$ cat src/hw/rtl/projectile_bounce_step_defines.svh
// Assertion macros shared by the projectile bounce step RTL.
`ifndef PROJECTILE_BOUNCE_STEP_DEFINES_SVH
`define PROJECTILE_BOUNCE_STEP_DEFINES_SVH

// Check that the consequent holds in the same cycle as the antecedent.
`define PBS_ASSERT_NOW(lbl, ante, cons, msg) \
	lbl: assert property (@(posedge clk) disable iff (!arst_n) (ante) |-> (cons)) \
		else $error(msg);

// Check that the consequent holds in the cycle after the antecedent.
`define PBS_ASSERT_NEXT(lbl, ante, cons, msg) \
	lbl: assert property (@(posedge clk) disable iff (!arst_n) (ante) |=> (cons)) \
		else $error(msg);

`endif

$ cat src/hw/rtl/pbs_pkg.sv
// Types and constants of the projectile bounce step block.
package pbs_pkg;

	localparam int MUL_A_W  = 36;
	localparam int MUL_B_W  = 16;
	localparam int PROD_W   = MUL_A_W + MUL_B_W;
	localparam int DVD_W    = 64;
	localparam int DVS_W    = 32;
	localparam int QUO_W    = 35;
	localparam int CNT_W    = 6;

	localparam logic [1:0] REQ_TICK    = 2'd0;
	localparam logic [1:0] REQ_COLLIDE = 2'd1;
	localparam logic [1:0] REQ_LAUNCH  = 2'd2;

	localparam logic [2:0] CFG_GRAVITY = 3'd0;
	localparam logic [2:0] CFG_DAMPING = 3'd1;
	localparam logic [2:0] CFG_MAX_BNC = 3'd2;
	localparam logic [2:0] CFG_X_LIMIT = 3'd3;
	localparam logic [2:0] CFG_Y_LIMIT = 3'd4;

	typedef enum logic [3:0] {
		S_IDLE,
		S_EXEC,
		S_NN_MUL,
		S_NN_ACC,
		S_DOT_MUL,
		S_DOT_ACC,
		S_Q_LO,
		S_Q_HI,
		S_Q_SUM,
		S_DIV,
		S_R,
		S_DAMP,
		S_AXIS,
		S_COMMIT,
		S_DONE
	} pbs_state_t;

	// Saturate a wide signed value to 32 bits.
	function automatic logic signed [31:0] sat32(input logic signed [37:0] v);
		logic signed [37:0] hi;
		logic signed [37:0] lo;
		hi = 38'sd2147483647;
		lo = -38'sd2147483648;
		if (v > hi) sat32 = 32'sh7fffffff;
		else if (v < lo) sat32 = 32'sh80000000;
		else sat32 = v[31:0];
	endfunction

endpackage

$ cat src/hw/rtl/pbs_mul.sv
// Shared unsigned multiplier with a registered product.
module pbs_mul (
	input  logic                        clk,
	input  logic [pbs_pkg::MUL_A_W-1:0] a,
	input  logic [pbs_pkg::MUL_B_W-1:0] b,
	output logic [pbs_pkg::PROD_W-1:0]  prod
);
	import pbs_pkg::*;

	logic [PROD_W-1:0] prod_s1;

	always_ff @(posedge clk) begin
		prod_s1 <= PROD_W'(a) * PROD_W'(b);
	end

	assign prod = prod_s1;
endmodule

$ cat src/hw/rtl/pbs_div.sv
// Restoring divider, one quotient bit per cycle.
module pbs_div (
	input  logic                      clk,
	input  logic                      arst_n,
	input  logic                      start,
	input  logic [pbs_pkg::DVD_W-1:0] dvd,
	input  logic [pbs_pkg::DVS_W-1:0] dvs,
	output logic                      busy,
	output logic [pbs_pkg::QUO_W-1:0] quo
);
	import pbs_pkg::*;

	logic [DVS_W-1:0] rem_q;
	logic [QUO_W-1:0] shf_q;
	logic [CNT_W-1:0] cnt_q;
	logic [DVS_W:0]   trial;
	logic             fits;

	// Quotient is known to stay below 2^QUO_W, so the top bits seed the remainder.
	assign trial = {rem_q, shf_q[QUO_W-1]};
	assign fits  = trial >= {1'b0, dvs};

	always_ff @(posedge clk or negedge arst_n) begin
		if (!arst_n) begin
			cnt_q <= '0;
		end else if (start) begin
			cnt_q <= CNT_W'(QUO_W);
		end else if (cnt_q != '0) begin
			cnt_q <= cnt_q - 1'b1;
		end
	end

	always_ff @(posedge clk) begin
		if (start) begin
			rem_q <= DVS_W'(dvd[DVD_W-1:QUO_W]);
			shf_q <= dvd[QUO_W-1:0];
		end else if (cnt_q != '0) begin
			rem_q <= fits ? DVS_W'(trial - {1'b0, dvs}) : trial[DVS_W-1:0];
			shf_q <= {shf_q[QUO_W-2:0], fits};
		end
	end

	assign busy = cnt_q != '0;
	assign quo  = shf_q;
endmodule

$ cat src/hw/rtl/projectile_bounce_step.sv
// Top level of the projectile bounce step block: sequencer and state.
//
// Keeps one Q16.16 projectile. Each input transaction on the s_ group carries
// a request (tick, collision, launch) in s_tuser and its operands in s_tdata;
// each produces exactly one output transaction on the m_ group holding the
// state after the step. The user must write configuration through cfg_we/
// cfg_addr/cfg_wdata only while no request is in flight; no check enforces it.
//
// A tick, a launch or an unused request code passes through S_EXEC and
// S_DONE. A collision also runs the n.n and v.n multiplier passes, then
// per axis the two d*n partial products, a division by the shared
// divider (one quotient bit a cycle), the damping product and the axis
// write, and finally S_COMMIT. A zero normal skips the divider. The result
// is loaded into the output register on leaving S_DONE. s_tready is high
// only while the sequencer is idle; one request is worked on at a time.
//
// Reset clears position, velocity, count and alive flag and loads the
// register defaults. A stalled receiver holds the result in the output
// register; the next request may be accepted meanwhile, and its result
// waits until the held transaction is taken.
module projectile_bounce_step (
	input  logic         clk,
	input  logic         arst_n,
	input  logic         s_tvalid,
	output logic         s_tready,
	// start_x, start_y, start_z, launch_vx, launch_vy, launch_vz,
	// normal_x, normal_y, normal_z
	input  logic [239:0] s_tdata,
	// req_type
	input  logic [1:0]   s_tuser,
	output logic         m_tvalid,
	input  logic         m_tready,
	// out_pos_x, out_pos_y, out_pos_z, out_vel_x, out_vel_y, out_vel_z,
	// is_alive, bounce_total, zero fill
	output logic [199:0] m_tdata,
	input  logic         cfg_we,
	input  logic [2:0]   cfg_addr,
	input  logic [30:0]  cfg_wdata
);
	import pbs_pkg::*;

	pbs_state_t state_q, state_d;

	// configuration
	logic [15:0] gravity_q, damping_q;
	logic [3:0]  max_bnc_q;
	logic [30:0] x_limit_q, y_limit_q;

	// projectile state
	logic signed [31:0] pos_q [3];
	logic signed [31:0] vel_q [3];
	logic signed [31:0] nv_q  [3];
	logic [3:0]         count_q;
	logic               alive_q;

	// latched request
	logic [1:0]         req_q;
	logic signed [31:0] in_pos_q [3];
	logic signed [31:0] in_vel_q [3];
	logic signed [15:0] nrm_q    [3];

	// collision datapath
	logic [1:0]         k_q;
	logic [31:0]        nn_q;
	logic signed [49:0] d_q;
	logic               psign_q;
	logic [39:0]        qlo_q;
	logic               qsign_q;
	logic [35:0]        rmag_q;
	logic               rneg_q;

	logic                  out_valid_q;
	logic [199:0]          out_data_q;

	logic [MUL_A_W-1:0]    mul_a;
	logic [MUL_B_W-1:0]    mul_b;
	logic [PROD_W-1:0]     prod;
	logic                  div_start;
	logic                  div_busy;
	logic [QUO_W-1:0]      quo;
	logic [DVD_W-1:0]      dvd;

	logic signed [15:0]    nk;
	logic [15:0]           nmag;
	logic signed [31:0]    vk;
	logic [31:0]           vmag;
	logic [47:0]           dmag;
	logic signed [36:0]    r_val;
	logic [36:0]           s_val;
	logic signed [37:0]    axis_val;
	logic                  out_free;

	logic signed [31:0]    vy_tick;
	logic signed [31:0]    px_tick, py_tick, pz_tick;
	logic signed [32:0]    xl, yl;
	logic                  kill;

	pbs_mul u_mul (
		.clk  (clk),
		.a    (mul_a),
		.b    (mul_b),
		.prod (prod)
	);

	pbs_div u_div (
		.clk    (clk),
		.arst_n (arst_n),
		.start  (div_start),
		.dvd    (dvd),
		.dvs    (nn_q),
		.busy   (div_busy),
		.quo    (quo)
	);

	// Per-axis operand selection.
	assign nk   = nrm_q[k_q];
	assign nmag = nk[15] ? 16'(-nk) : 16'(nk);
	assign vk   = vel_q[k_q];
	assign vmag = vk[31] ? 32'(-vk) : 32'(vk);
	assign dmag = d_q[49] ? 48'(-d_q) : d_q[47:0];

	// Rounded dividend 2|d*n_k| + nn/2 from the two partial products.
	assign dvd = ((64'(qlo_q) + {prod[39:0], 24'b0}) << 1) + 64'(nn_q >> 1);

	// r = v_k - delta, or -v_k for a zero normal.
	always_comb begin
		if (nn_q == '0) r_val = -37'(vk);
		else if (qsign_q) r_val = 37'(vk) + 37'(quo);
		else r_val = 37'(vk) - 37'(quo);
	end

	assign s_val    = 37'((53'(prod) + 53'h8000) >> 16);
	assign axis_val = rneg_q ? -38'(s_val) : 38'(s_val);

	// Tick motion; limits compare as signed against the moved position.
	assign vy_tick = sat32(38'(vel_q[1]) - 38'(gravity_q));
	assign px_tick = sat32(38'(pos_q[0]) + 38'(vel_q[0]));
	assign py_tick = sat32(38'(pos_q[1]) + 38'(vy_tick));
	assign pz_tick = sat32(38'(pos_q[2]) + 38'(vel_q[2]));
	assign xl = $signed({2'b0, x_limit_q});
	assign yl = $signed({2'b0, y_limit_q});
	assign kill = (count_q >= max_bnc_q)
		|| (33'(px_tick) >= xl)
		|| (33'(px_tick) <= -xl)
		|| (33'(py_tick) >= yl);

	assign out_free = !out_valid_q || m_tready;

	// Next state.
	always_comb begin
		state_d = state_q;
		case (state_q)
			S_IDLE:    if (s_tvalid) state_d = S_EXEC;
			S_EXEC:    state_d = (req_q == REQ_COLLIDE) ? S_NN_MUL : S_DONE;
			S_NN_MUL:  state_d = S_NN_ACC;
			S_NN_ACC:  state_d = (k_q == 2'd2) ? S_DOT_MUL : S_NN_MUL;
			S_DOT_MUL: state_d = S_DOT_ACC;
			S_DOT_ACC: state_d = (k_q == 2'd2) ? S_Q_LO : S_DOT_MUL;
			S_Q_LO:    state_d = S_Q_HI;
			S_Q_HI:    state_d = S_Q_SUM;
			S_Q_SUM:   state_d = (nn_q == '0) ? S_R : S_DIV;
			S_DIV:     if (!div_busy) state_d = S_R;
			S_R:       state_d = S_DAMP;
			S_DAMP:    state_d = S_AXIS;
			S_AXIS:    state_d = (k_q == 2'd2) ? S_COMMIT : S_Q_LO;
			S_COMMIT:  state_d = S_DONE;
			S_DONE:    if (out_free) state_d = S_IDLE;
			default:   state_d = S_IDLE;
		endcase
	end

	// Control outputs: multiplier operands, divider start, input ready.
	always_comb begin
		mul_a     = '0;
		mul_b     = '0;
		div_start = 1'b0;
		s_tready  = 1'b0;
		case (state_q)
			S_IDLE: s_tready = 1'b1;
			S_NN_MUL: begin
				mul_a = MUL_A_W'(nmag);
				mul_b = nmag;
			end
			S_DOT_MUL: begin
				mul_a = MUL_A_W'(vmag);
				mul_b = nmag;
			end
			S_Q_LO: begin
				mul_a = MUL_A_W'(dmag[23:0]);
				mul_b = nmag;
			end
			S_Q_HI: begin
				mul_a = MUL_A_W'(dmag[47:24]);
				mul_b = nmag;
			end
			S_Q_SUM: div_start = (nn_q != '0);
			S_DAMP: begin
				mul_a = rmag_q;
				mul_b = damping_q;
			end
			default: ;
		endcase
	end

	// Control registers.
	always_ff @(posedge clk or negedge arst_n) begin
		if (!arst_n) begin
			state_q     <= S_IDLE;
			out_valid_q <= 1'b0;
			gravity_q   <= 16'd655;
			damping_q   <= 16'd58982;
			max_bnc_q   <= 4'd8;
			x_limit_q   <= 31'd2621440;
			y_limit_q   <= 31'd3932160;
			count_q     <= '0;
			alive_q     <= 1'b0;
			pos_q[0] <= '0; pos_q[1] <= '0; pos_q[2] <= '0;
			vel_q[0] <= '0; vel_q[1] <= '0; vel_q[2] <= '0;
		end else begin
			state_q <= state_d;
			if (cfg_we) begin
				case (cfg_addr)
					CFG_GRAVITY: gravity_q <= cfg_wdata[15:0];
					CFG_DAMPING: damping_q <= cfg_wdata[15:0];
					CFG_MAX_BNC: max_bnc_q <= cfg_wdata[3:0];
					CFG_X_LIMIT: x_limit_q <= cfg_wdata;
					CFG_Y_LIMIT: y_limit_q <= cfg_wdata;
					default: ;
				endcase
			end
			if (state_q == S_EXEC) begin
				if (req_q == REQ_LAUNCH) begin
					pos_q   <= in_pos_q;
					vel_q   <= in_vel_q;
					count_q <= '0;
					alive_q <= 1'b1;
				end else if (req_q == REQ_TICK) begin
					vel_q[1] <= vy_tick;
					pos_q[0] <= px_tick;
					pos_q[1] <= py_tick;
					pos_q[2] <= pz_tick;
					if (kill) alive_q <= 1'b0;
				end
			end
			if (state_q == S_COMMIT) begin
				vel_q <= nv_q;
				if (count_q != 4'hf) count_q <= count_q + 1'b1;
			end
			// Hold a stalled result; load a new one once the slot frees.
			if (state_q == S_DONE && out_free) out_valid_q <= 1'b1;
			else if (m_tready) out_valid_q <= 1'b0;
		end
	end

	// Datapath registers.
	always_ff @(posedge clk) begin
		if (s_tvalid && s_tready) begin
			req_q       <= s_tuser;
			in_pos_q[0] <= s_tdata[31:0];
			in_pos_q[1] <= s_tdata[63:32];
			in_pos_q[2] <= s_tdata[95:64];
			in_vel_q[0] <= s_tdata[127:96];
			in_vel_q[1] <= s_tdata[159:128];
			in_vel_q[2] <= s_tdata[191:160];
			nrm_q[0]    <= s_tdata[207:192];
			nrm_q[1]    <= s_tdata[223:208];
			nrm_q[2]    <= s_tdata[239:224];
		end
		case (state_q)
			S_EXEC: begin
				k_q  <= '0;
				nn_q <= '0;
				d_q  <= '0;
			end
			S_NN_ACC: begin
				nn_q <= nn_q + prod[31:0];
				k_q  <= (k_q == 2'd2) ? 2'd0 : k_q + 1'b1;
			end
			S_DOT_MUL: psign_q <= vk[31] ^ nk[15];
			S_DOT_ACC: begin
				d_q <= psign_q ? d_q - 50'(prod) : d_q + 50'(prod);
				k_q <= (k_q == 2'd2) ? 2'd0 : k_q + 1'b1;
			end
			S_Q_HI: qlo_q <= prod[39:0];
			S_Q_SUM: qsign_q <= d_q[49] ^ nk[15];
			S_R: begin
				rneg_q <= r_val[36];
				rmag_q <= r_val[36] ? 36'(-r_val) : r_val[35:0];
			end
			S_AXIS: begin
				nv_q[k_q] <= sat32(axis_val);
				k_q       <= k_q + 1'b1;
			end
			S_DONE: begin
				if (out_free) begin
					out_data_q <= {3'b0, count_q, alive_q,
						vel_q[2], vel_q[1], vel_q[0],
						pos_q[2], pos_q[1], pos_q[0]};
				end
			end
			default: ;
		endcase
	end

	assign m_tvalid = out_valid_q;
	assign m_tdata  = out_data_q;

`include "projectile_bounce_step_defines.svh"

	`PBS_ASSERT_NEXT(a_one_at_a_time, s_tvalid && s_tready, !s_tready, "request accepted while busy")
	`PBS_ASSERT_NOW(a_div_in_div_state, div_busy, state_q == S_DIV, "divider runs outside divide step")
	`PBS_ASSERT_NOW(a_alive_from_launch, $rose(alive_q), $past(req_q == REQ_LAUNCH), "alive set without launch")
	`PBS_ASSERT_NEXT(a_collision_counts, state_q == S_COMMIT && count_q != 4'hf, count_q == $past(count_q) + 4'd1, "bounce count not advanced")

endmodule

$ cat config.mk
export PLATFORM = sky130hd
export DESIGN_NAME = projectile_bounce_step
export DESIGN_NICKNAME = d
export VERILOG_FILES = /design/src/hw/rtl/pbs_pkg.sv /design/src/hw/rtl/pbs_mul.sv /design/src/hw/rtl/pbs_div.sv /design/src/hw/rtl/projectile_bounce_step.sv
export VERILOG_INCLUDE_DIRS = /design/src /design/src/hw/rtl
export SDC_FILE = /design/constraint.sdc
export NUM_CORES = 2
export LEC_CHECK = 0
export BUFFER_PORTS_ARGS = -buffer_cell sky130_fd_sc_hd__buf_2
export CAP_MARGIN = 20
export CORE_UTILIZATION = 63
export DETAILED_ROUTE_END_ITERATION = 7
export HOLD_SLACK_MARGIN = 0.12
export PLACE_DENSITY = 0.9
export SLEW_MARGIN = 20
export SYNTH_ARGS = -nofsm -noshare
export SYNTH_HDL_FRONTEND = slang
export SYNTH_SLANG_ARGS = --single-unit
$ cat constraint.sdc
create_clock -name clk -period 11.1 [get_ports clk]
set_clock_uncertainty 0.2 [all_clocks]
set_input_delay 2.22 -clock clk [delete_from_list [all_inputs] [get_ports clk]]
set_output_delay 2.22 -clock clk [all_outputs]
set_load 0.03 [all_outputs]
==> metrics.md <==
| Metric | Value |
|---|---|
| Die width | 372 um |
| Pre-CTS WS | 482 ps |
| Top FF cell, synth | edfxtp_1 |
| Root Buffer | clkbuf_16 |
| Final period util | 95.7% |
| GPL Wtd Cong | 1.04 |
| DRT Pass-1 Iters | 8 |
| Syn Inst Count | 8897 |
| Core ar. | 136000 um2 |
| Setup ws final | 473 ps |
| Power density of the placed cells | 99.1 nW/um2 |
| Drt wl/cell | 27.4 um |
| Seq/Total Area, Yosys | 36.8% |
| Setup TNS | 0 ps |
| Final Max Slew Viols | 0 |
| Rows | 135 |
| Asr flop ratio synth | 27.2% |
| HP Start | nv_q[37]$_DFFE_PP_ |
| Largest net degree at the start of global routing | 175 |
| Synth unique cells | 121 |
| H-tree depth | 3 |
| Reg2reg start | k_q[0]$_DFFE_PN_ |
| Fillcell total | 9925 |
| Syn avg cell area | 9.69 um2 |
| I/O pin count | 483 |
| Startpoint Class | flop |
| Leak pwr | 41.8 nW |
| Buffers on Ports | 479 |
| Crit-path most repeated cell | fa_1 |
| Via density | 6.57 |
| Critical Path RT | 11610 ps |
| Fin nets | 10.7k |
| Crit path largest cell delay | 830 ps |
| Worst EP arrival | 11140 ps |
| First-pass GRT wire length | 452 mm |
| Worst slew margin | 16.2% |
| Minimum clock period | 10630 ps |
| DP HPWL | 237 mm |
| Grt total ovfl | 0 |
| Clock Sinks | 1125 |
| Antenna violations before repair | 25 |
| Worst Path Max Fanout | 25 |
| RSZ-0062 raised after global routing | no |
| ANT nets after route | 0 |
| Crit Path Category | reg -> reg |
| Clk slew on worst S/H paths | 70 ps |
| GRT Overall Usage | 44.2% |
| Flip-flop and latch area | 31700 um2 |
| Peak supply drop | 0.151 mV |
| Worst setup startpoint | k_q[0]$_DFFE_PN_ |
| Seq cells post-synth | 1125 |
| DR iter-0 viols | 10.5k |
| Num CTS Buffers | 120 |
| Slowest cell on crit path | a222oi_1 |
| Later-pin clock latency in the skew report | 790 ps |
| Clock tree buffer depth | 3 |
| Area of the multi-input gates | 50400 um2 |
| Status | finished clean |
| Die height | 372 um |
| Maxcap violations | 0 |
| Residual DRC | 0 |
| FMAX | 0.0941 GHz |
| Synth warn | 0 |
| Initial core utilization | 63.5% |
| Vias in the first global route | 72.1k |
| Area of the mapped netlist | 86200 um2 |
| TritonCTS clock tree | done |
| Layout area overhead | 11.0% |
| Die area | 138000 um2 |
| Worst slew pin tran | 1240 ps |
| Setup violations, final | 0 |
| Hold Crit Class | reg -> reg |
| Drt total wl | 309 mm |
| Layout cells sized above 1 | 12.4% |
| Post-synth EDFFs | 762 |
| Final Hold Viols | 0 |
| Setup crit end kind | flop |
| Vias | 74.2k |
routing by layer:
metal | global-route usage (%) | vias to the layer above | routed length, um
met5 | 0 | - | 83
met4 | 31.9 | 12 | 27700
met2 | 65.8 | 5122 | 132000
met3 | 11.3 | 1235 | 37100
li1 | - | 32200 | -
met1 | 56.0 | 35700 | 112000
worst paths after layout:
| path | end | slack (ps) | cells after the start |
|---|---|---|---|
| worst max-delay path | u_mul.prod[50]$_DFF_P_ | 470 | 32 |
| worst min-delay path | vel_q[37]$_DFFE_PN0P_ | 280 | 1 |
| min in group asynchronous | pos_q[91]$_DFFE_PN0P_ | 1270 | 1 |
| max in group asynchronous | gravity_q[8]$_DFFE_PN0P_ | 7930 | 2 |
| worst max register to register | u_mul.prod[50]$_DFF_P_ | 470 | 32 |
| worst min register to register | vel_q[37]$_DFFE_PN0P_ | 280 | 1 |
cells in the mapped netlist (all sizes together) (135+ instances only):
master	count	area, um2
a21o	208	1560
a21oi	503	2520
and2	138	863
clkbuf	316	1190
dfrtp	284	7110
edfxtp	762	22900
fa	484	9690
ha	547	6840
inv	711	2670
nand2	1152	4360
nand3	135	691
nor2	614	2300
nor3	140	776
o21ai	551	2770
xnor2	423	3700
xor2	257	2250
layout make-up:
class                           count  share of cell area, %
Tap cell                         1781                   2.33
Clock buffer                      166                   3.66
Inverter                          712                   2.79
Clock inverter                     63                  0.719
Sequential cell                  1125                   33.1
Timing Repair Buffer              740                   4.62
Multi-Input combinational cell   6673                   52.7
Antenna cell                       23                 0.0601
placed cells by master (no fill, tap or decap), drive strengths merged, types with 52 or more instances in the layout:
cell and n:
nand2 1152, edfxtp 762, buf 740, inv 718, nor2 614, o21ai 551
ha 547, a21oi 503, fa 484, xnor2 423, dfrtp 284, xor2 257
a21o 208, clkbuf 166, nor3 140, and2 138, nand3 135, a31oi 128
nor2b 114, mux2i 75, a211oi 74, nand4 74, nand2b 71, and3 65
nor4 65, o21a 64, or3 59, mux2 58, dfxtp 57, o21bai 52
logic make-up (layout without fill, tap and decap cells):
kind of cell,Yosys count,in the layout,share of synthesized area [%]
XOR/XNOR,680,680,6.91
buffers and inverters,1101,1681,4.97
other,1,26,0.00435
adder cells (fa/ha/maj),1042,1042,19.3
AO/OA/AOI/OAI,2059,2059,15.4
flip-flops,1125,1125,36.8
AND/OR/NAND/NOR,2756,2756,15.0
multiplexers,133,133,1.63
flip-flops by register name (all words and copies together) (netlist names), 31 cells and up, named ones only:
name	flops
d_q	50
in_pos_q	96
in_vel_q	96
m_tdata	197
nn_q	32
nrm_q	48
nv_q	96
pos_q	96
qlo_q	40
rmag_q	36
u_div.quo	35
u_div.rem_q	32
u_mul.prod	52
vel_q	96
x_limit_q	31
y_limit_q	31
critical path, delay by kind of cell, from the launching register on:
family	cells	cell delay, ps
xor gates and xnor gates	2	310
buffers and inverters	6	930
AOI/OAI and AO/OA	12	3930
muxes	1	250
adders and majority gates	7	3340
DFF	1	490
and+or+nand+nor	4	1060
stage by stage:
| step | hold slack [ps] | total power, mW | cell area (um2) | utilization [%] | cells |
|---|---|---|---|---|---|
| after floorplan | 203 | 5.01 | 86200 | - | 8899 |
| after global routing | 283 | 9.69 | 95700 | 70.5 | 11300 |
| final | 275 | 9.48 | 95700 | 70.6 | 11300 |
| after CTS | 278 | 9.47 | 95600 | 70.5 | 11300 |
| after global placement | 257 | 5.22 | 91400 | 67.4 | 11000 |
| after detailed placement | 267 | 5.25 | 91400 | 67.4 | 11000 |
what timing repair did:
item,in CTS,in global routing
gates resized for setup,0,5
setup buffers,0,1
hold endpoints to repair,0,0
hold buffers,0,0
endpoints found under the setup margin,0,1
power breakdown:
part	internal (mW)	leakage [nW]	switching (mW)
clock network	2.43	2.03	1.87
registers	4.54	11.1	0.0630
logic	0.240	28.6	0.345
No activity file was read; power rests on OpenSTA's default activity.
